File: config.mk
export PLATFORM = sky130hd
export DESIGN_NAME = xbmg_queue
export DESIGN_NICKNAME = d
export VERILOG_FILES = /design/src/design/xbmg_pkg.sv /design/src/design/xbmg_queue.sv
export SDC_FILE = /design/constraint.sdc
export NUM_CORES = 1
export LEC_CHECK = 0
export BUFFER_PORTS_ARGS = -buffer_cell sky130_fd_sc_hd__buf_4
export CAP_MARGIN = 5
export CORE_MARGIN = 5
export CORE_UTILIZATION = 25
export CTS_BUF_LIST = sky130_fd_sc_hd__clkbuf_8 sky130_fd_sc_hd__clkbuf_16
export DETAILED_ROUTE_END_ITERATION = 6
export PLACE_DENSITY_LB_ADDON = 0.1
export SKIP_LAST_GASP = 1
export SYNTH_ARGS = -nofsm -noshare
export SYNTH_HDL_FRONTEND = slang
export SYNTH_SLANG_ARGS = --single-unit
File: constraint.sdc
create_clock -name clk -period 16.3 [get_ports clk]
set_clock_uncertainty 0.1 [all_clocks]
set_input_delay 1.63 -clock clk [delete_from_list [all_inputs] [get_ports clk]]
set_output_delay 1.63 -clock clk [all_outputs]
set_load 0.02 [all_outputs]
File: src/design/xbmg_pkg.sv
// Shared constants, types and helpers for the xorshift Box-Muller noise generator.
// Used by the front, queue, back and top-level modules; no dependencies.
package xbmg_pkg;

  localparam int FRAC_BITS = 16;
  localparam int M_W       = 53;
  localparam int SAMPLE_W  = 21;
  localparam int RND_SH    = 54 - FRAC_BITS;

  localparam logic [63:0] DEFAULT_STATE = 64'h12345678abcdef01;
  localparam logic [26:0] TWO_LN2_Q26   = 27'd93032640;
  localparam logic [32:0] TWO_PI_Q30    = 33'd6746518852;
  localparam logic [30:0] Q30_ONE       = 31'h40000000;
  localparam logic [63:0] RND_HALF      = 64'd1 << (53 - FRAC_BITS);
  localparam logic [63:0] OUT_LIM       = 64'd1 << (SAMPLE_W - 1);

  typedef struct packed {
    logic [M_W-1:0] m1;
    logic [M_W-1:0] m2;
  } xbmg_draw_t;

  function automatic logic [63:0] xs_step(input logic [63:0] s);
    logic [63:0] a;
    logic [63:0] b;
    a = s ^ (s << 13);
    b = a ^ (a >> 7);
    return b ^ (b << 17);
  endfunction

  // Horner divisors: cosine series, then sine series
  function automatic logic [6:0] h_div(input logic sin_sel, input logic [2:0] idx);
    logic [6:0] d;
    d = 7'd2;
    if (!sin_sel) begin
      case (idx)
        3'd0:    d = 7'd90;
        3'd1:    d = 7'd56;
        3'd2:    d = 7'd30;
        3'd3:    d = 7'd12;
        default: d = 7'd2;
      endcase
    end else begin
      case (idx)
        3'd0:    d = 7'd110;
        3'd1:    d = 7'd72;
        3'd2:    d = 7'd42;
        3'd3:    d = 7'd20;
        default: d = 7'd6;
      endcase
    end
    return d;
  endfunction

  // floor(2^32 / divisor), paired with h_div
  function automatic logic [31:0] h_recip(input logic sin_sel, input logic [2:0] idx);
    logic [31:0] m;
    m = 32'd2147483648;
    if (!sin_sel) begin
      case (idx)
        3'd0:    m = 32'd47721858;
        3'd1:    m = 32'd76695844;
        3'd2:    m = 32'd143165576;
        3'd3:    m = 32'd357913941;
        default: m = 32'd2147483648;
      endcase
    end else begin
      case (idx)
        3'd0:    m = 32'd39045157;
        3'd1:    m = 32'd59652323;
        3'd2:    m = 32'd102261126;
        3'd3:    m = 32'd214748364;
        default: m = 32'd715827882;
      endcase
    end
    return m;
  endfunction

endpackage

File: src/design/xbmg_queue.sv
// Two-entry queue of drawn uniform pairs between the front end and the back end.
// Depends on xbmg_pkg.
module xbmg_queue import xbmg_pkg::*; (
  input  logic        clk,
  input  logic        rst_n,
  input  logic        q_push,
  input  xbmg_draw_t  q_wdata,
  output logic        q_full,
  input  logic        q_pop,
  output logic        q_empty,
  output xbmg_draw_t  q_rdata
);

  xbmg_draw_t  ent_r [2];
  logic        wp_r, rp_r;
  logic [1:0]  cnt_r;

  assign q_full  = (cnt_r == 2'd2);
  assign q_empty = (cnt_r == 2'd0);
  assign q_rdata = ent_r[rp_r];

  always_ff @(posedge clk) begin
    if (!rst_n) begin
      wp_r  <= 1'b0;
      rp_r  <= 1'b0;
      cnt_r <= 2'd0;
    end else begin
      if (q_push && !q_full) wp_r <= ~wp_r;
      if (q_pop && !q_empty) rp_r <= ~rp_r;
      cnt_r <= cnt_r + 2'(q_push && !q_full) - 2'(q_pop && !q_empty);
    end
    if (q_push && !q_full) ent_r[wp_r] <= q_wdata;
  end

  a_cnt_range: assert property (@(posedge clk) disable iff (!rst_n) cnt_r != 2'd3)
    else $error("queue count overflow");

endmodule

# Word-level counts from Yosys, hierarchy flattened
# Memories as Yosys holds them, arrays and structs flattened. A register that Yosys moved wholly into a read port is not among the register bits.
# Index checks and enable logic that the tools add are counted.
# W data, S select, Z words.
# word_totals
ff_bits,4
latchBits,0
ramBits,212
mem_bits_ro,0
input_bits,110
output_inout_bits,108
word_cells,18
memories,1
# op_classes
add_sub_neg,2
mul,0
div_mod_pow,0
order_cmp,0
eq_ne,1
shift,0
muxes,4
bitwise,2
reduce_logical,5
# memory_table
memory,words,width,rd,rd_clocked_by_memory_dff,write_ports,line_no,text
ent_r,2,106,1,1,1,xbmg_queue.sv:14,xbmg_draw_t ent_r [2];
# op_table
operator,n
$mux W1,4
$add A2 B1 Y2,1
$eq A2 B2 Y1 const B,1
$logic_and A1 B1 Y1,2
$logic_not A1 Y1,2
$logic_not A2 Y1,1
$not A1 Y1,2
$sub A2 B1 Y2,1

# Longest topological paths before layout
# depth
depth_word,5
ltp_mapped,8
depth_no_buf,8

# Worst setup path before layout
# OpenSTA, ideal clock, no wires.
# synth_path
path_type,input to register
from,in q_push
to,"mem ent_r[0][0] (netlist name), enable pin"
setup_ns,0.572
arrival_ns,6.134
t_required_ns,15.628
path_slack_ns,9.495
path_stages,2
path_buffers,0
path_cell_list,nand2_1 nor2_1
# synth_via
elab_chain_cells,3
# synth_lines
element,line_no,text
"start, declared",xbmg_queue.sv:6,"input logic q_push,"
$logic_and A1 B1 Y1,xbmg_queue.sv:32,if (q_push && !q_full) ent_r[wp_r] <= q_wdata;
$mux W1,xbmg_queue.sv:32,
$mux W1 (not written as such),xbmg_queue.sv:32,
"end, declared",xbmg_queue.sv:14,
# Every way passes these cells.

==> results.tsv <==
stage	metric	value	unit
synth	Synthesized Nets	467	
power_and_ir_drop	Pint	1.26	mW
floorplan	Die W	189	um
drt	vias	4010	
sta	fin crit period	4570	ps
synth	Syn Area/Cell	22.7	sq um
drt	Avg WL per Cell	17.4	um
run	Max-Cap Viols	0	
power_and_ir_drop	logic gate share of total power	27.3	%
cells_and_area	Layout area overhead	35.9	%
cts	worst skew pair latency	510	ps
sta	Slew Limit Fails	0	
synth	Yosys Warn Count	0	
sta	setup tns final	0	ps
critical_path	r2r worst-path depth	3	
cells_and_area	commonest non-fill, non-tap cell in the layout	buf_4	
cells_and_area	commonest non-fill, non-tap cells in the layout	buf_4, edfxtp_1, mux2_2	
global_routing	initial antenna violation count	0	
cts	Hold-fix buffers, CTS	0	
cts	CTS tree	built	
sta	slew margin rel.	31.1	%
floorplan	num rows	65	
floorplan	Core Region	0.0316	sq mm
synth	Mapped Area	0.00804	sq mm
placed_design	port bufs	217	
placed_design	GP Congestion	0.683	
cts	clock sinks	217	
synth	Seq/Total Area, Yosys	80.4	%
sta	RSZ-0062 raised after global routing	false	
power_and_ir_drop	power per cell area	160	mW/mm^2
sta	final hold vios	0	
cells_and_area	area occupied by multi-input gates	0.00148	sq mm
drt	drt pass-1 iters	4	
synth	FF+latch count, synth	217	
critical_path	Worst R2R Start	cnt_r[0]$_SDFF_PN0_	
global_routing	GRT Residual Overflow	0	
global_routing	number of global-route vias before repair	4510	
critical_path	Reg2Reg Setup Slack	13780	ps
global_routing	first-pass GRT wire length	26.3	mm
cells_and_area	FF+latch area	0.00647	sq mm
cts	CTS Buf Count	26	
cells_and_area	fin cells	1013	
hold_path	min-delay worst type	reg2reg	
power_and_ir_drop	static leakage	4.11	nW
critical_path	WP data required	14570	ps
critical_path	peak fanout along the critical path	58	
cells_and_area	share of cells above drive strength 1	58.9	%
critical_path	r2r endpoint	ent_r[1][19]$_DFFE_PP_	
sta	final setup fails	0	
cells_and_area	n_diodes	0	
sta	Fmax	0.219	GHz
cts	root buf cell	clkbuf_16	
critical_path	crit path capture type	output pin	
cts	Setup Buffers After CTS	0	
synth	Synth Instances	355	
global_routing	largest net degree at the start of global routing	64	
status	outcome	finished, final reports clean	
drt	Via density	3.96	
critical_path	CP startpoint kind	register	
floorplan	die area	0.0359	sq mm
global_routing	gr usage total	9.40	%
drt	Starting DRT DRC Count	133	
power_and_ir_drop	clock share of power	30.5	%
floorplan	die height	189	um
cells_and_area	Filler Cells Inserted	3039	
placed_design	post-DP HPWL	11.9	mm
floorplan	Starting Density	25.4	%
power_and_ir_drop	maximum vdd drop	0.0000718	V
hold_path	hold wc startpoint	wp_r$_SDFFE_PN0P_	
power_and_ir_drop	Reg power frac	42.2	%
drt	Post-Route WL	17.7	mm
cts	clock tree buffer depth	3	
cells_and_area	nets	704	
drt	DRC	0	
critical_path	CP Class	reg2out	
cts	Reg clk slew, reported paths	50	ps
placed_design	Inst Count DP	966	
cts	# H-tree levels	1	
sta	final period utilization	28.0	%
power_and_ir_drop	switching share of total power	28.0	%
critical_path	WP data arrival	2840	ps
power_and_ir_drop	NetSw	489	uW
critical_path	Critical Path End	q_rdata[3]	
floorplan	number of I/O pins	218	
cts	post_cts resized	0	
sta	worst-margin pin slew	1030	ps
drt	Post-DRT Antenna Nets	0	
synth	Synth cell types	17	
[registers in the layout, indices dropped and copies added, names as in the netlist, named ones only]
register and cells:
ent_r 212, cnt_r 2, rp_r 1, wp_r 1
[cells in the mapped netlist]
library cell / instances / share of area [%]
nor2_1: 2 / 0.093
and2_1: 2 / 0.16
buf_2: 6 / 0.37
mux2_2: 66 / 9.2
edfxtp_1: 212 / 79
nor2b_1: 2 / 0.16
mux2i_1: 1 / 0.12
o21a_1: 1 / 0.093
nand2_1: 2 / 0.093
xnor2_1: 3 / 0.33
nand2b_1: 2 / 0.16
buf_6: 6 / 0.84
mux2_4: 40 / 7.5
inv_1: 2 / 0.093
dfxtp_1: 5 / 1.2
and3_1: 1 / 0.078
ha_1: 2 / 0.31
[per-layer routing]
| layer | share of wire, % | GRT usage [%] | wire [um] | vias to the layer above |
|---|---|---|---|---|
| met5 | 0 | 0 | 0 | - |
| met4 | 2.9 | 2.87 | 516 | 0 |
| met3 | 10 | 4.33 | 1830 | 29 |
| met2 | 46 | 15.1 | 8150 | 166 |
| met1 | 41 | 11.4 | 7170 | 1935 |
| li1 | - | - | - | 1880 |
[cells by family (layout without fill, tap and decap cells)]
| kind of cell | after synthesis | after routing | synth area share (%) |
|---|---|---|---|
| flops | 217 | 217 | 80.4 |
| mux | 107 | 107 | 16.8 |
| buf+inv | 14 | 270 | 1.31 |
| simple gates | 11 | 11 | 0.731 |
| xor+xnor | 3 | 3 | 0.327 |
| fa+ha+maj | 2 | 2 | 0.311 |
| compound gates | 1 | 1 | 0.0934 |
[through the flow]
stage	area [sq um]	total power, mW	hold slack, ps	setup slack (ps)	utilization (%)
finish	10900	1.74	431	11730	34.5
global route	10900	1.84	469	11500	34.5
CTS	10900	1.79	437	11560	34.5
detailed placement	10100	1.24	423	12130	32.0
global placement	10100	1.23	411	12200	32.0
floorplan	8040	1.05	355	9490	-
[worst min-delay path by stage]
stage | endpoint | slack, ps | cells after the start
2_1_floorplan | wp_r$_SDFFE_PN0P_ | 350 | 2
3_3_place_gp | wp_r$_SDFFE_PN0P_ | 410 | 2
3_5_place_dp | wp_r$_SDFFE_PN0P_ | 420 | 2
4_1_cts | wp_r$_SDFFE_PN0P_ | 440 | 2
5_1_grt | wp_r$_SDFFE_PN0P_ | 470 | 2
6_report | wp_r$_SDFFE_PN0P_ | 430 | 2
[area by class of cell]
cell class | instances | area share, %
clock buffer | 27 | 6.18
inverter | 2 | 0.0687
clock inverter | 20 | 1.18
multi-input combinational | 124 | 13.6
timing repair buffer | 221 | 15.2
tap | 402 | 4.60
sequential | 217 | 59.2
[power groups by stage]
stage               sequential (mW)  combinational, mW  clock (mW)
floorplan                     0.736              0.313           0
global placement              0.747              0.487           0
detailed placement            0.750              0.491           0
CTS                           0.739              0.492       0.557
global route                  0.744              0.510       0.583
finish                        0.736              0.476       0.533
[worst max-delay path, stage by stage, from the launching register on]
cell,delay (ps)
dfxtp_4,770
buf_4,860
mux2_2,430
buf_4,160
Note: power is estimated with default switching activity, not from simulation.
