`src/design/xbmg_pkg.sv`:
```
// Shared constants, types and helpers for the xorshift Box-Muller noise generator.
// Used by the front, queue, back and top-level modules; no dependencies.
package xbmg_pkg;

  localparam int FRAC_BITS = 16;
  localparam int M_W       = 53;
  localparam int SAMPLE_W  = 21;
  localparam int RND_SH    = 54 - FRAC_BITS;

  localparam logic [63:0] DEFAULT_STATE = 64'h12345678abcdef01;
  localparam logic [26:0] TWO_LN2_Q26   = 27'd93032640;
  localparam logic [32:0] TWO_PI_Q30    = 33'd6746518852;
  localparam logic [30:0] Q30_ONE       = 31'h40000000;
  localparam logic [63:0] RND_HALF      = 64'd1 << (53 - FRAC_BITS);
  localparam logic [63:0] OUT_LIM       = 64'd1 << (SAMPLE_W - 1);

  typedef struct packed {
    logic [M_W-1:0] m1;
    logic [M_W-1:0] m2;
  } xbmg_draw_t;

  function automatic logic [63:0] xs_step(input logic [63:0] s);
    logic [63:0] a;
    logic [63:0] b;
    a = s ^ (s << 13);
    b = a ^ (a >> 7);
    return b ^ (b << 17);
  endfunction

  // Horner divisors: cosine series, then sine series
  function automatic logic [6:0] h_div(input logic sin_sel, input logic [2:0] idx);
    logic [6:0] d;
    d = 7'd2;
    if (!sin_sel) begin
      case (idx)
        3'd0:    d = 7'd90;
        3'd1:    d = 7'd56;
        3'd2:    d = 7'd30;
        3'd3:    d = 7'd12;
        default: d = 7'd2;
      endcase
    end else begin
      case (idx)
        3'd0:    d = 7'd110;
        3'd1:    d = 7'd72;
        3'd2:    d = 7'd42;
        3'd3:    d = 7'd20;
        default: d = 7'd6;
      endcase
    end
    return d;
  endfunction

  // floor(2^32 / divisor), paired with h_div
  function automatic logic [31:0] h_recip(input logic sin_sel, input logic [2:0] idx);
    logic [31:0] m;
    m = 32'd2147483648;
    if (!sin_sel) begin
      case (idx)
        3'd0:    m = 32'd47721858;
        3'd1:    m = 32'd76695844;
        3'd2:    m = 32'd143165576;
        3'd3:    m = 32'd357913941;
        default: m = 32'd2147483648;
      endcase
    end else begin
      case (idx)
        3'd0:    m = 32'd39045157;
        3'd1:    m = 32'd59652323;
        3'd2:    m = 32'd102261126;
        3'd3:    m = 32'd214748364;
        default: m = 32'd715827882;
      endcase
    end
    return m;
  endfunction

endpackage

```
`src/design/xbmg_front.sv`:
```
// Request front end: holds the xorshift state, applies restart, draws the two uniforms.
// Depends on xbmg_pkg.
module xbmg_front import xbmg_pkg::*; (
  input  logic             clk,
  input  logic             rst_n,
  input  logic             push,
  output logic             full,
  input  logic             in_restart,
  input  logic [63:0]      seed,
  output logic             q_push,
  output xbmg_draw_t       q_data,
  input  logic             q_full
);

  typedef enum logic [1:0] {S_IDLE, S_DRAW1, S_DRAW2} fstate_t;

  fstate_t          state_r, state_nxt;
  logic [63:0]      gen_r, gen_nxt;
  logic [M_W-1:0]   m1_r, m1_nxt;
  logic [63:0]      s_step;

  assign s_step = xs_step(gen_r);
  assign full   = (state_r != S_IDLE);
  assign q_push = (state_r == S_DRAW2) && !q_full;
  assign q_data = '{m1: m1_r, m2: s_step[63:11]};

  always_comb begin
    state_nxt = state_r;
    gen_nxt   = gen_r;
    m1_nxt    = m1_r;
    unique case (state_r)
      S_IDLE: begin
        if (push) begin
          if (in_restart) gen_nxt = (seed == '0) ? DEFAULT_STATE : seed;
          state_nxt = S_DRAW1;
        end
      end
      S_DRAW1: begin
        // redraw while the first uniform is zero
        gen_nxt = s_step;
        m1_nxt  = s_step[63:11];
        if (s_step[63:11] != '0) state_nxt = S_DRAW2;
      end
      S_DRAW2: begin
        if (!q_full) begin
          gen_nxt   = s_step;
          state_nxt = S_IDLE;
        end
      end
      default: state_nxt = S_IDLE;
    endcase
  end

  always_ff @(posedge clk) begin
    if (!rst_n) begin
      state_r <= S_IDLE;
      gen_r   <= DEFAULT_STATE;
    end else begin
      state_r <= state_nxt;
      gen_r   <= gen_nxt;
    end
    m1_r <= m1_nxt;
  end

  a_state_nonzero: assert property (@(posedge clk) disable iff (!rst_n) gen_r != '0)
    else $error("generator state reached zero");

  a_push_nonzero: assert property (@(posedge clk) disable iff (!rst_n)
    q_push |-> (q_data.m1 != '0))
    else $error("zero first draw forwarded");

endmodule

```
`config.mk`:
```
export PLATFORM = sky130hd
export DESIGN_NAME = xbmg_front
export DESIGN_NICKNAME = d
export VERILOG_FILES = /design/src/design/xbmg_pkg.sv /design/src/design/xbmg_front.sv
export SDC_FILE = /design/constraint.sdc
export NUM_CORES = 1
export LEC_CHECK = 0
export ABC_AREA = 1
export BUFFER_PORTS_ARGS = -buffer_cell sky130_fd_sc_hd__buf_2
export CAP_MARGIN = 20
export CORE_MARGIN = 1.5
export CORE_UTILIZATION = 45
export CTS_CLUSTER_DIAMETER = 30
export DETAILED_ROUTE_END_ITERATION = 10
export PLACE_DENSITY_LB_ADDON = 0.25
export SLEW_MARGIN = 25
export SYNTH_ARGS = -nofsm -noshare
export SYNTH_HDL_FRONTEND = slang
export SYNTH_SLANG_ARGS = --single-unit
```
`constraint.sdc`:
```
create_clock -name clk -period 3.1 [get_ports clk]
set_input_delay 0.62 -clock clk [delete_from_list [all_inputs] [get_ports clk]]
set_output_delay 0.62 -clock clk [all_outputs]
set_load 0.05 [all_outputs]
```
* Yosys cells after proc, flatten, opt, wreduce, memory -nomap -nowiden *
Index checks and enable logic that the tools add are counted.

storage, ports and cells
  word-level logic and storage cells = 30
  output and inout bits = 108
  latch bits = 0
  register bits = 119
  input port bits = 69
  RAM bits = 0
  bits in read-only memories = 0
  memories = 0

cells by class
  order comparisons = 0
  divide/modulo/power cells = 0
  reduce and logical (&&, ||, !) cells = 9
  equality and inequality tests = 6
  multipliers = 0
  shift-type cells = 0
  multiplexer cells = 9
  bitwise logic cells = 3
  add/subtract/negate cells = 0

operators with widths
  cell                                                 number
  2-to-1 mux 64 bit                                    4
  case mux 64 bit (3 select lines)                     1
  XOR 64 bit                                           2
  logical NOT 64 bit                                   1
  XOR 64 x 57 -> 64 bit                                1
  nonzero test 53 bit                                  1
  inequality test 2 bit, second input constant         4
  2-to-1 mux 2 bit                                     3
  case mux 2 bit (3 select lines)                      1
  AND reduction 4 bit                                  1
  AND reduction 3 bit                                  1
  nonzero test 3 bit                                   1
  equality test 2 x 1 -> 1 bit, second input constant  1
  equality test 2 bit, second input constant           1
  logical NOT 2 bit                                    1
  nonzero test 2 bit                                   1
  logical AND 1 bit                                    1
  logical NOT 1 bit                                    1

* Depth between registers and ports, before layout *
  depth in word-level cells = 6
  gate-level depth with buffers = 17
  depth with buffers taken out = 16

* Least setup slack after synthesis *
OpenSTA, ideal clock, no wires.

  path kind = flip-flop to flip-flop
  from = register state_r[1]
  to = register state_r[0]
  required time = 2985 ps
  clock period less this slack = 2592 ps
  arrival = 2477 ps
  path buffers = 0
  cell stages (with the launch flop) = 10
  setup slack = 508 ps
  cells stage by stage = dfxtp_1 -> inv_1 -> ha_1 -> nand3_1 -> nor2_1 -> nand3_1 -> nor2_2 -> nand3_2 -> a21oi_1 -> nor2_1

on the way
  cells in the longest elaborated chain, start to end = 3
  elaborated cells on any way between the ends = 8
  classes of those cells = eq/ne: 5; mux: 1; reduce/logical: 2

ends and longest elaborated chain
  what                                                        line              source
  from (decl)                                                 xbmg_front.sv:17  fstate_t state_r, state_nxt;
  from (signal assigned)                                      xbmg_front.sv:59  state_r <= state_nxt;
  equality test 2 x 1 -> 1 bit, or another cell as far along  xbmg_front.sv:31  unique case (state_r)
  inequality test 2 bit (no line)                             --
  AND reduction 3 bit (no line)                               --

Parallel ways exist; a longest one is shown, timed or not.
A chain may end at the register's enable or synchronous reset.

==> impl_results.md <==
- Clock Latency Late Sink: 430 ps
- Final GP Congestion: 0.919
- DRT antenna net count: 0
- Final Cell Area: 0.00951 sq mm
- Yosys reg bits: 119
- Arr. time, crit path: 2170 ps
- Ys Warns: 0
- Max incr delay on CP: 550 ps
- Total routed wirelength: 27700 um
- Tmin final: 2790 ps
- Via density: 5.42
- Core ar.: 0.0172 sq mm
- Synthesis-to-finish area growth: 20.6%
- R2r setup slk: 780 ps
- WHS Endpoint: gen_r[3]$_SDFFE_PN0P_
- Layout net count: 1412
- H-tree depth: 4
- Post-route non-filler standard cell count: 1577
- Achievable frequency: 359 MHz
- Ys flop type: dfxtp_1
- TritonCTS clock tree: done
- Tcrit/Tclk final: 0.899
- Gr usage total: 0.307
- Die Height: 135 um
- CTS clk-pin slew, worst paths: 60 ps
- Number of remaining DRC errors: 0
- Max Cap Viol: 0
- Tightest Pin Transition: 727 ps
- Slew HR: 0.515
- Final WS setup: 312 ps
- Dpl ws: 710 ps
- CP Max Fanout: 5
- DIE AREA: 0.0183 sq mm
- First-pass DRT Iterations: 5
- Root Buffer: clkbuf_16
- Starting Density: 0.458
- Setup TNS: 0 ps
- Dpl hpwl: 21500 um
- CTS sink cnt: 119
- Io pins: 177
- Layout cells sized above 1: 0.185
- # port buffers: 176
- Initial antenna violation count: 0
- Routed vias: 8547
- FF-to-FF Start: gen_r[11]$_SDFFE_PN1P_
- Seq/Total Area, Yosys: 0.369
- Post-CTS sizing: 0
- CP required: 2480 ps
- Count of different cell masters after synthesis: 27
- Largest net degree at the start of global routing: 62
- Mean routed wirelength per cell: 17.5 um
- Worst-path cell with the longest stage delay: dfxtp_1
- Total grt overflow: 0
- CP Launch Type: flip-flop
- Mapped Nets: 1259
- Worst setup EP type: output pin
- Hold-critical path depth: 3
- Average instance area after synthesis: 6.65 sq um
- Final setup violation count: 0
- Fin. max-slew vios: 0
- Cell Count Post-Placement: 1545
- Setup Crit Path Kind: reg2out
- CTS Hold Bufs: 0
- Initial DRC count: 956
- Number of synthesized flops with an enable pin: 53
- Max clock buf depth: 2
- Final hold violations: 0
- R2r worst-path depth: 16
- Ys async rst share: 0
- ANT cells: 0
- First-pass GRT wire length: 42200 um
- Cells after Synth: 1186
- Number of buffers created by CTS: 17
- Cell area after placement: 0.00891 sq mm
- Clock Skews: 12.1 ps
- Post-CTS Setup Inserts: 0
- Reg-to-Reg End: state_r[0]$_SDFFE_PN0P_
- Worst path buffer plus inverter count: 3
- CP dominant cell by count: nand2_1
- Hold WC Path Type: in2reg
- Min-Delay Startpoint: seed[3]
- RSZ-0062 raised after global routing: no
- WP depth: 9
- Cell Rows: 48
- Synth Cell Area: 0.00789 sq mm
- Crit-path cells: inv_1 > nand2_1 > nand2_1 > nand2_1 > nand2_1 > nand2_1 > nand2_1 > inv_1 > buf_2
- Status: finished, final reports clean
- DIE WIDTH: 135 um
- Vias in the first global route: 7766
- Top delay family on crit path: simple AND/OR/NAND/NOR gates
-- tightest hold or removal path, stage by stage --
cell and delay (ps):
buf_2 110, nand2_1 60, a221oi_1 60
-- Yosys cell counts, types with 6 or more instances --
master    number  share of area
nand2_1      547           0.26
inv_1        137          0.065
o211ai_1      74          0.070
dfxtp_1       66           0.17
edfxtp_1      53           0.20
nor2_1        44          0.021
a21oi_1       39          0.025
xnor2_1       31          0.034
nand3_1       29          0.018
clkbuf_1      24          0.011
xor2_1        22          0.024
o21ai_0       20          0.013
buf_2         19          0.012
nor4_1        16          0.013
nand2_2       14          0.011
inv_2         10         0.0048
o221ai_1       9          0.010
a221oi_1       6         0.0067
-- stage by stage --
step                      hold slack (ps)   util
after floorplan                       477      -
after global placement                503  0.517
after detailed placement              508  0.517
after CTS                             469  0.552
after global routing                  496  0.552
final                                 475  0.552
-- logic make-up after synthesis --
| family | count (synthesis) | synth area share |
|---|---|---|
| adders and majority gates | 4 | 0.00635 |
| and+or+nand+nor | 661 | 0.334 |
| DFF | 119 | 0.369 |
| AOI/OAI and AO/OA | 148 | 0.125 |
| xor gates and xnor gates | 56 | 0.0650 |
| buffers and inverters | 198 | 0.101 |
-- area by class of cell --
| cell class | count | area [sq um] |
|---|---|---|
| Clock buffer | 19 | 443 |
| Clock inverter | 13 | 155 |
| Fill cell | 1705 | 7730 |
| Inverter | 147 | 552 |
| Multi-Input combinational cell | 869 | 4180 |
| Sequential cell | 119 | 2910 |
| Tap cell | 225 | 282 |
| Timing Repair Buffer | 185 | 986 |
-- sequential cells by signal, indices dropped and copies added (netlist names) --
register and count:
gen_r 64, m1_r 53, state_r 2
-- placed cells by master, fill, tap and decap left out, types with 9 or more instances in the layout --
| cell | netlist | layout |
|---|---|---|
| a21oi_1 | 39 | 39 |
| buf_2 | 19 | 176 |
| clkbuf_16 | 0 | 17 |
| dfxtp_1 | 66 | 66 |
| edfxtp_1 | 53 | 53 |
| inv_1 | 137 | 137 |
| inv_2 | 10 | 10 |
| nand2_1 | 547 | 547 |
| nand2_2 | 14 | 14 |
| nand3_1 | 29 | 29 |
| nor2_1 | 44 | 44 |
| nor4_1 | 16 | 16 |
| o211ai_1 | 74 | 74 |
| o21ai_0 | 20 | 20 |
| o221ai_1 | 9 | 9 |
| xnor2_1 | 31 | 31 |
| xor2_1 | 22 | 22 |
-- worst max path at each step --
stage                             from                       to  slack (ps)
6_report        gen_r[27]$_SDFFE_PN1P_               q_data[26]         310
5_1_grt         gen_r[27]$_SDFFE_PN1P_               q_data[26]         200
4_1_cts         gen_r[19]$_SDFFE_PN1P_               q_data[18]         350
3_5_place_dp                  seed[45]   gen_r[42]$_SDFFE_PN1P_         710
3_3_place_gp                  seed[45]   gen_r[60]$_SDFFE_PN1P_         790
2_1_floorplan  state_r[1]$_SDFFE_PN0P_  state_r[0]$_SDFFE_PN0P_         510
-- routing by layer --
metal / vias up / GRT usage / wire length [um]
met2: 474 / 0.479 / 12300
met4: 0 / 0.143 / 1050
li1: 4107 / - / -
met3: 65 / 0.0501 / 2530
met1: 3901 / 0.416 / 11800
met5: - / 0 / 0
Power is left out: the tool's default activity adds up to more than one toggle a clock period on the data nets, which glitch-free logic cannot reach.
