--- config.mk ---
export PLATFORM = sky130hd
export DESIGN_NAME = xbmg_back
export DESIGN_NICKNAME = d
export VERILOG_FILES = /design/src/design/xbmg_pkg.sv /design/src/design/xbmg_back.sv
export SDC_FILE = /design/constraint.sdc
export NUM_CORES = 2
export LEC_CHECK = 0
export BUFFER_PORTS_ARGS = -buffer_cell sky130_fd_sc_hd__buf_2
export CORE_MARGIN = 2
export CORE_UTILIZATION = 45
export CTS_CLUSTER_SIZE = 10
export DETAILED_ROUTE_END_ITERATION = 6
export SYNTH_ARGS = -nofsm -noshare
export SYNTH_HDL_FRONTEND = slang
export SYNTH_SLANG_ARGS = --single-unit
--- constraint.sdc ---
create_clock -name clk -period 44.6 [get_ports clk]
set_input_delay 0 -clock clk [delete_from_list [all_inputs] [get_ports clk]]
set_output_delay 0 -clock clk [all_outputs]
set_load 0.1 [all_outputs]
--- src/design/xbmg_pkg.sv ---
// Shared constants, types and helpers for the xorshift Box-Muller noise generator.
// Used by the front, queue, back and top-level modules; no dependencies.
package xbmg_pkg;

  localparam int FRAC_BITS = 16;
  localparam int M_W       = 53;
  localparam int SAMPLE_W  = 21;
  localparam int RND_SH    = 54 - FRAC_BITS;

  localparam logic [63:0] DEFAULT_STATE = 64'h12345678abcdef01;
  localparam logic [26:0] TWO_LN2_Q26   = 27'd93032640;
  localparam logic [32:0] TWO_PI_Q30    = 33'd6746518852;
  localparam logic [30:0] Q30_ONE       = 31'h40000000;
  localparam logic [63:0] RND_HALF      = 64'd1 << (53 - FRAC_BITS);
  localparam logic [63:0] OUT_LIM       = 64'd1 << (SAMPLE_W - 1);

  typedef struct packed {
    logic [M_W-1:0] m1;
    logic [M_W-1:0] m2;
  } xbmg_draw_t;

  function automatic logic [63:0] xs_step(input logic [63:0] s);
    logic [63:0] a;
    logic [63:0] b;
    a = s ^ (s << 13);
    b = a ^ (a >> 7);
    return b ^ (b << 17);
  endfunction

  // Horner divisors: cosine series, then sine series
  function automatic logic [6:0] h_div(input logic sin_sel, input logic [2:0] idx);
    logic [6:0] d;
    d = 7'd2;
    if (!sin_sel) begin
      case (idx)
        3'd0:    d = 7'd90;
        3'd1:    d = 7'd56;
        3'd2:    d = 7'd30;
        3'd3:    d = 7'd12;
        default: d = 7'd2;
      endcase
    end else begin
      case (idx)
        3'd0:    d = 7'd110;
        3'd1:    d = 7'd72;
        3'd2:    d = 7'd42;
        3'd3:    d = 7'd20;
        default: d = 7'd6;
      endcase
    end
    return d;
  endfunction

  // floor(2^32 / divisor), paired with h_div
  function automatic logic [31:0] h_recip(input logic sin_sel, input logic [2:0] idx);
    logic [31:0] m;
    m = 32'd2147483648;
    if (!sin_sel) begin
      case (idx)
        3'd0:    m = 32'd47721858;
        3'd1:    m = 32'd76695844;
        3'd2:    m = 32'd143165576;
        3'd3:    m = 32'd357913941;
        default: m = 32'd2147483648;
      endcase
    end else begin
      case (idx)
        3'd0:    m = 32'd39045157;
        3'd1:    m = 32'd59652323;
        3'd2:    m = 32'd102261126;
        3'd3:    m = 32'd214748364;
        default: m = 32'd715827882;
      endcase
    end
    return m;
  endfunction

endpackage

--- src/design/xbmg_back.sv ---
// Back end: log, square root and cosine/sine by iterative steps on one shared multiplier.
// Depends on xbmg_pkg; holds the single-entry result register.
module xbmg_back import xbmg_pkg::*; (
  input  logic                       clk,
  input  logic                       rst_n,
  input  logic                       q_empty,
  input  xbmg_draw_t                 q_rdata,
  output logic                       q_pop,
  output logic                       empty,
  input  logic                       pop,
  output logic signed [SAMPLE_W-1:0] out_sample
);

  typedef enum logic [3:0] {
    S_IDLE, S_NORM, S_LOG, S_VLO, S_VHI, S_SQRT, S_XLO, S_XHI, S_X2,
    S_HMUL, S_HDIV, S_HCOR, S_SINM, S_OMUL
  } bstate_t;

  bstate_t               state_r;
  logic [M_W-1:0]        m1_r;
  logic [5:0]            e_r;
  logic [30:0]           f_r;
  logic [29:0]           l_r;
  logic [4:0]            cnt_r;
  logic [63:0]           acc64_r;
  logic [54:0]           w_r, res_r, bit_r;
  logic [29:0]           k_r, x_r, x2_r, y_r;
  logic [28:0]           qt_r;
  logic [30:0]           acc_r;
  logic                  cos_r, neg_r;
  logic                  ov_r;
  logic signed [SAMPLE_W-1:0] out_r;

  logic [31:0]           op_a, op_b;
  logic [63:0]           mul_p;
  logic [35:0]           t_val;
  logic [63:0]           v_sum;
  logic [55:0]           rb;
  logic [31:0]           p_val;
  logic [30:0]           r_fold;
  logic [31:0]           sq;
  logic [6:0]            dv;
  logic [35:0]           rem;
  logic [28:0]           qq;
  logic [63:0]           rnd;
  logic [63:0]           mag_s;
  logic signed [SAMPLE_W-1:0] smp;
  logic                  out_free;
  logic                  out_load;

  assign mul_p    = 64'(op_a) * 64'(op_b);
  assign t_val    = {6'd53 - e_r, 30'd0} - {6'd0, l_r};
  assign v_sum    = acc64_r + (mul_p << 18);
  assign rb       = 56'(res_r) + 56'(bit_r);
  assign p_val    = q_rdata.m2[52:21];
  assign r_fold   = (p_val[29:0] <= 30'h20000000) ? {1'b0, p_val[29:0]}
                                                  : 31'h40000000 - {1'b0, p_val[29:0]};
  assign sq       = mul_p[61:30];
  assign dv       = h_div(!cos_r, cnt_r[2:0]);
  assign rem      = {6'd0, y_r} - 36'(qt_r) * 36'(dv);
  assign qq       = (rem >= 36'(dv)) ? qt_r + 29'd1 : qt_r;
  assign rnd      = (mul_p + RND_HALF) >> RND_SH;
  assign mag_s    = (rnd > OUT_LIM) ? OUT_LIM : rnd;
  assign out_free = !ov_r || pop;
  assign out_load = (state_r == S_OMUL) && out_free;
  assign q_pop    = (state_r == S_IDLE) && !q_empty;
  assign empty    = !ov_r;
  assign out_sample = out_r;

  always_comb begin
    if (neg_r) smp = SAMPLE_W'(-mag_s);
    else if (mag_s == OUT_LIM) smp = SAMPLE_W'(OUT_LIM - 64'd1);
    else smp = SAMPLE_W'(mag_s);
  end

  // operand selection for the shared multiplier
  always_comb begin
    op_a = '0;
    op_b = '0;
    case (state_r)
      S_LOG:  begin op_a = 32'(f_r);          op_b = 32'(f_r); end
      S_VLO:  begin op_a = 32'(t_val[17:0]);  op_b = 32'(TWO_LN2_Q26); end
      S_VHI:  begin op_a = 32'(t_val[35:18]); op_b = 32'(TWO_LN2_Q26); end
      S_XLO:  begin op_a = 32'(k_r);          op_b = 32'(TWO_PI_Q30[15:0]); end
      S_XHI:  begin op_a = 32'(k_r);          op_b = 32'(TWO_PI_Q30[32:16]); end
      S_X2:   begin op_a = 32'(acc64_r[61:32]); op_b = 32'(acc64_r[61:32]); end
      S_HMUL: begin op_a = 32'(x2_r);         op_b = 32'(acc_r); end
      S_HDIV: begin op_a = 32'(y_r);          op_b = h_recip(!cos_r, cnt_r[2:0]); end
      S_SINM: begin op_a = 32'(x_r);          op_b = 32'(acc_r); end
      S_OMUL: begin op_a = 32'(res_r[27:0]);  op_b = 32'(acc_r); end
      default: begin op_a = '0; op_b = '0; end
    endcase
  end

  always_ff @(posedge clk) begin
    if (!rst_n) begin
      state_r <= S_IDLE;
      ov_r    <= 1'b0;
      cnt_r   <= '0;
    end else begin
      if (pop && ov_r && !out_load) ov_r <= 1'b0;
      unique case (state_r)
        S_IDLE: begin
          if (!q_empty) begin
            m1_r    <= q_rdata.m1;
            e_r     <= 6'd52;
            k_r     <= r_fold[29:0];
            cos_r   <= (p_val[29:0] <= 30'h20000000) == !p_val[30];
            neg_r   <= (p_val[31:30] == 2'd1) || (p_val[31:30] == 2'd2);
            state_r <= S_NORM;
          end
        end
        S_NORM: begin
          if (m1_r[52]) begin
            f_r     <= m1_r[52:22];
            l_r     <= '0;
            cnt_r   <= '0;
            state_r <= S_LOG;
          end else begin
            m1_r <= m1_r << 1;
            e_r  <= e_r - 6'd1;
          end
        end
        S_LOG: begin
          // square and renormalise; one fraction bit of log2 per pass
          f_r   <= sq[31] ? sq[31:1] : sq[30:0];
          l_r   <= {l_r[28:0], sq[31]};
          cnt_r <= cnt_r + 5'd1;
          if (cnt_r == 5'd29) state_r <= S_VLO;
        end
        S_VLO: begin
          acc64_r <= mul_p;
          state_r <= S_VHI;
        end
        S_VHI: begin
          w_r     <= {v_sum[62:26], 18'd0};
          res_r   <= '0;
          bit_r   <= 55'd1 << 54;
          cnt_r   <= '0;
          state_r <= S_SQRT;
        end
        S_SQRT: begin
          if (56'(w_r) >= rb) begin
            w_r   <= 55'(56'(w_r) - rb);
            res_r <= (res_r >> 1) + bit_r;
          end else begin
            res_r <= res_r >> 1;
          end
          bit_r <= bit_r >> 2;
          cnt_r <= cnt_r + 5'd1;
          if (cnt_r == 5'd27) state_r <= S_XLO;
        end
        S_XLO: begin
          acc64_r <= mul_p;
          state_r <= S_XHI;
        end
        S_XHI: begin
          acc64_r <= acc64_r + (mul_p << 16);
          state_r <= S_X2;
        end
        S_X2: begin
          x_r     <= acc64_r[61:32];
          x2_r    <= mul_p[59:30];
          acc_r   <= Q30_ONE;
          cnt_r   <= '0;
          state_r <= S_HMUL;
        end
        S_HMUL: begin
          y_r     <= mul_p[59:30];
          state_r <= S_HDIV;
        end
        S_HDIV: begin
          qt_r    <= mul_p[60:32];
          state_r <= S_HCOR;
        end
        S_HCOR: begin
          // reciprocal estimate is at most one low; fix it with the remainder
          acc_r <= Q30_ONE - {2'd0, qq};
          cnt_r <= cnt_r + 5'd1;
          if (cnt_r == 5'd4) state_r <= cos_r ? S_OMUL : S_SINM;
          else state_r <= S_HMUL;
        end
        S_SINM: begin
          acc_r   <= mul_p[60:30];
          state_r <= S_OMUL;
        end
        S_OMUL: begin
          if (out_free) begin
            out_r   <= smp;
            ov_r    <= 1'b1;
            state_r <= S_IDLE;
          end
        end
        default: state_r <= S_IDLE;
      endcase
    end
  end

  a_log_norm: assert property (@(posedge clk) disable iff (!rst_n)
    (state_r == S_LOG) |-> f_r[30])
    else $error("log mantissa left [1,2)");

  a_take: assert property (@(posedge clk) disable iff (!rst_n)
    q_pop |=> (state_r == S_NORM))
    else $error("queued pair taken without starting");

  a_no_overwrite: assert property (@(posedge clk) disable iff (!rst_n)
    (ov_r && !pop) |=> ($stable(out_r) && ov_r))
    else $error("waiting result overwritten");

endmodule

Yosys cells after proc, flatten, opt, wreduce, memory -nomap -nowiden:

Cells that the tools add are included.

* word-level logic and storage cells: 155
* input port bits: 110
* flip-flop bits (word level): 562
* output and inout port bits: 23

* $add $sub $neg: 15
* mux-type cells: 44
* bitwise gates (word level): 1
* reduce and logical (&&, ||, !) cells: 38
* $mul: 2
* eq/ne operators: 30
* order comparisons: 4

Operator list (number)
* 55-bit case mux with 2 select lines: 3
* 31-bit case mux with 9 select lines: 1
* 32-bit case mux with 7 select lines: 1
* 32-bit case mux with 4 select lines: 1
* 64-bit case mux with 2 select lines: 1
* 30-bit case mux with 4 select lines: 1
* 55-bit two-way mux: 2
* 53-bit two-way mux: 2
* 53-bit case mux with 2 select lines: 1
* 31-bit case mux with 3 select lines: 1
* 63-bit by 38-bit adder with 64-bit output, second input constant: 1
* 64-bit adder: 1
* 63-bit adder: 1
* 31-bit by 32-bit multiplier with 63-bit output: 1
* 31-bit two-way mux: 2
* 31-bit case mux with 2 select lines: 1
* 30-bit two-way mux: 2
* 30-bit case mux with 2 select lines: 1
* 55-bit by 55-bit adder with 56-bit output: 1
* 55-bit by 56-bit >= comparator with 1-bit output: 1
* 4-bit case mux with 14 select lines: 1
* 7-bit case mux with 4 select lines: 2
* 54-bit by 55-bit adder with 55-bit output: 1
* 55-bit subtractor: 1
* 52 further kinds: 103

Longest topological paths before layout:

* depth after elaboration: 11
* mapped depth: 59
* depth with buffers taken out: 56

Worst setup path after synthesis:

OpenSTA, ideal clock, no wires.

* kind: reg-to-reg
* start point: register l_r[0]
* end point: register out_r[20], in the netlist out_sample[20] (data pin)
* data required time: 44.340 ns
* path slack: 29.651 ns
* library setup time: 0.260 ns
* period minus slack after synthesis: 14.949 ns
* arrival: 14.689 ns
* buffers on the path: 4
* cell stages (with the launch flop): 56
* path through: edfxtp_1 inv_1 ha_1 nor3b_1 nand3b_1 nor2_1 nand2_1 or2_2 or4_1 o211ai_1 nand2_1 o211ai_1 o21ai_0 xor2_1 a221oi_1 clkbuf_1 nor2_1 fa_1 [... 20 more ...] ha_1 nand3_1 or4_1 clkbuf_1 or2_1 clkbuf_1 nor3_1 mux2_2 o21a_1 o31ai_4 nand3_1 ha_1 and3_1 nand4bb_1 nor2_1 and3_1 a211oi_1 mux2_2

* word-level cells in the longest chain between the ends: 9
* elaborated cells between the ends (all ways): 10
* classes of those cells: add/sub: 3; mul: 1; order compare: 1; eq/ne: 1; mux: 4

RTL lines
* start, declared: line xbmg_back.sv:23 `logic [29:0] l_r;`
* start signal, assigned: line xbmg_back.sv:127 `l_r <= {l_r[28:0], sq[31]};`
* 36-bit by 30-bit subtractor with 36-bit output (*): line xbmg_back.sv:52 `assign t_val = {6'd53 - e_r, 30'd0} - {6'd0, l_r};`
* 31-bit case mux with 9 select lines (*): line xbmg_back.sv:80 `case (state_r)`
* 31-bit by 32-bit multiplier with 63-bit output (*): line xbmg_back.sv:51 `assign mul_p = 64'(op_a) * 64'(op_b);`
* net mul_p[38]: line xbmg_back.sv:35 `logic [63:0] mul_p;`
* 63-bit by 38-bit adder with 64-bit output (*): line xbmg_back.sv:62 `assign rnd = (mul_p + RND_HALF) >> RND_SH;`
* 26-bit by 21-bit > comparator with 1-bit output: line xbmg_back.sv:63 `assign mag_s = (rnd > OUT_LIM) ? OUT_LIM : rnd;`
* 26-bit two-way mux (*): line xbmg_back.sv:63
* branches (longest 2 deep; another with 21-bit negator)
* 21-bit two-way mux (*): line xbmg_back.sv:71 `if (neg_r) smp = SAMPLE_W'(-mag_s);`
* net smp[20]: line xbmg_back.sv:47 `logic signed [SAMPLE_W-1:0] smp;`
* end signal, assigned: line xbmg_back.sv:189 `out_r <= smp;`
* end, declared: line xbmg_back.sv:32 `logic signed [SAMPLE_W-1:0] out_r;`

Mark *: on every way through the listed nets, which the timed path passes.
A chain may end at the register's enable or synchronous reset.

Worst setup path after layout:

Same ends and word-level chain as after synthesis.

==> out/results.tsv <==
stage	metric	value	unit
run_status	status	complete, but fails checks	
run_status	violations	design-rule violations	
die	core	165000	um2
cts	clockBufferDepth	3	
route	drtAntennaViolNets	0	
setup_path	slowest_delay	0.73	ns
yosys	yosysWarningCount	0	
yosys	synth_top_family_by_area	adder cells	
cts	cts_tree	built	
global_route	grt_util_all_layers	0.302	
yosys	syn_area	75100	um2
finish	instances_no_fill	10700	
placed_design	placedCellCount	10500	
setup_path	r2r_setup_slack	27.53	ns
finish	most-common-layout-cells	inv_1, nand2_1, fa_1, nor2_1, ha_1	
setup_path	cp-start-kind	flop	
cts	htree_levels	3	
placed_design	io_buffer_count	111	
yosys	synth-edff-count	508	
timing	setup_viol	0	
setup_path	path_class	reg -> reg	
global_route	grt_pass1_vias	62200	
setup_path	regToRegEndpoint	out_sample[20]	
cts	post_cts_resized	0	
route	drc	2	
finish	nFillCells	15600	
die	die_h	413	um
die	die_x	413	um
setup_path	arrival	17.44	ns
yosys	synth.area.mux_share	0.00798	
cts	clk_latency	0.64	ns
setup_path	slowest_stage	or4_1	
finish	nets	10100	
timing	rsz0062_at_grt	no	
timing	slew_headroom	0.144	
yosys	yosys.area_share.simple	0.174	
timing	hold_viol	0	
route	drt_pass1_iterations	7	
route	routed_via_density	5.83	
route	vias	62400	
setup_path	r2r-start	l_r[0]	
finish	syn2layout_area_growth	8.41	%
yosys	async_flop_share	0	
yosys	ys_ff_latch	518	
timing	skew	0.0307	ns
timing	finalCritPeriodShare	0.383	
die	die-area	170000	um2
timing	fin_hold_ws	0.158	ns
global_route	grt_max_degree	109	
die	rows	149	
placed_design	hpwl	197000	um
yosys	synth.distinct_cells	94	
yosys	synth_xor_area_frac	0.0490	
timing	fin_crit	17.07	ns
global_route	antenna_found_initial	12	
setup_path	end_kind	flop	
cts	cts_sinks	518	
finish	layout-drive-gt1-share	0.0565	
yosys	netlist_instances	8433	
cts	cts_buffers	67	
setup_path	crit_path_start	l_r[0]	
finish	final_common_cell	inv_1	
yosys	avgSynthCellArea	8.91	um2
global_route	grt-ovfl-total	0	
yosys	synthesis.nets	10100	
pwr	p_per_area	59.8	nW/um2
die	initial_utilization	0.454	
cts	clk_pin_slew	0.06	ns
timing	tightest_slew	1.27	ns
timing	fin_setup_tns	0	ns
die	io_pins	133	
hold_path	hp-class	in -> reg	
cts	cts_root_buf	clkbuf_16	
route	wire_per_inst	23.9	um
setup_path	cp-endpoint	out_sample[20]	
run	cap_viol_max_count	0	
pwr	irDropWorstVdd	109	uV
yosys	ys_seq_area_frac	0.206	
setup_path	rr_worst_depth	54	
route	drt_iter0_markers	6568	
finish	fin_util	0.492	
yosys	synthFlopType	edfxtp_1	
setup_path	cp.required	44.97	ns
setup_path	crit_fanout	26	
placed_design	gp_congestion	0.990	
pwr	p_leak	35.6	nW
timing	slew_viol_final	0	
route	wl	256000	um
yosys	synth_compound_area_frac	0.118	
yosys	synthAdderAreaFrac	0.361	
timing	max_freq	58.6	MHz
global_route	grt_pass1_wl	388000	um
[layer usage]
metal / global-route usage / wire [um]
met1: 0.419 / 108000
met3: 0.0550 / 22600
met5: 0 / 34
met4: 0.132 / 14000
met2: 0.462 / 112000
[sequential cells by signal, summed over array words and instances, names as in the netlist, 4 cells and up]
name,cells
acc64_r,47
acc_r,31
bit_r,28
cnt_r,5
e_r,6
f_r,31
k_r,30
l_r,30
m1_r,53
out_sample,21
qt_r,29
res_r,55
state_r,4
w_r,55
x2_r,30
x_r,30
y_r,30
[kinds of logic (layout without fill, tap and decap cells)]
group           after synthesis  after routing
mux                          57             57
fa+ha+maj                  1567           1567
compound gates             1378           1378
simple gates               2833           2833
other cells                   1              4
buf+inv                    1659           1743
xor+xnor                    420            420
flops                       518            518
[critical path: cells and delay by family (launching register included)]
| kind | cells | cell delay (ns) |
|---|---|---|
| AOI/OAI and AO/OA | 10 | 2.51 |
| xor gates and xnor gates | 2 | 0.42 |
| adders and majority gates | 12 | 4.84 |
| buffers and inverters | 9 | 1.61 |
| DFF | 1 | 0.50 |
| muxes | 2 | 0.77 |
| and+or+nand+nor | 19 | 6.16 |
[worst min path at each step]
| stage | startpoint | endpoint | depth (start not counted) |
|---|---|---|---|
| 2_1_floorplan | q_rdata[21] | k_r[0] | 0 |
| 3_3_place_gp | q_rdata[21] | k_r[0] | 1 |
| 3_5_place_dp | q_rdata[21] | k_r[0] | 1 |
| 4_1_cts | q_rdata[21] | k_r[0] | 2 |
| 5_1_grt | q_rdata[21] | k_r[0] | 2 |
| 6_report | q_rdata[21] | k_r[0] | 2 |
[per-stage QoR]
step / setup slack [ns] / area, um2 / total power, mW
4_1_cts: 27.76 / 81400 / 4.82
6_report: 27.53 / 81400 / 4.87
5_1_grt: 26.59 / 81400 / 5.25
3_3_place_gp: 27.99 / 78200 / 4.24
3_5_place_dp: 27.83 / 78200 / 4.26
2_1_floorplan: 29.65 / 75100 / 3.18
[repair_timing]
action | 4_1_cts | 5_1_grt
setup buffers | 0 | 0
hold buffers | 112 | 0
hold endpoints to repair | 94 | 0
[Yosys cell counts (71+ instances only)]
master | number | area (um2)
fa_1 | 1005 | 20100
clkbuf_1 | 374 | 1400
a21oi_1 | 349 | 1750
nand3_1 | 136 | 681
ha_1 | 562 | 7030
nand2b_1 | 112 | 701
a22oi_1 | 71 | 533
nand4_1 | 76 | 475
xnor2_1 | 225 | 1970
and3_1 | 99 | 619
nand2_1 | 1208 | 4530
edfxtp_1 | 508 | 15300
nor2b_1 | 82 | 513
nor2_1 | 595 | 2230
xor2_1 | 195 | 1710
nor3_1 | 98 | 490
a21o_1 | 116 | 871
inv_1 | 1256 | 4710
o21ai_0 | 308 | 1540
and2_1 | 234 | 1460
[where the power goes]
group          switching (mW)  internal [mW]
Combinational            2.36           1.31
Sequential             0.0374          0.638
Clock                   0.225          0.304
[cell type report]
class	instances	area, um2	share of cell area
Multi-Input combinational cell	6256	53700	0.659
Sequential cell	518	15500	0.190
Inverter	1262	4740	0.0582
Timing Repair Buffer	367	2760	0.0339
Tap cell	2189	2740	0.0336
Clock buffer	100	1920	0.0236
Clock inverter	14	134	0.00164
Antenna cell	3	7.51	0.0000922
(Power assumes the default switching activity.)
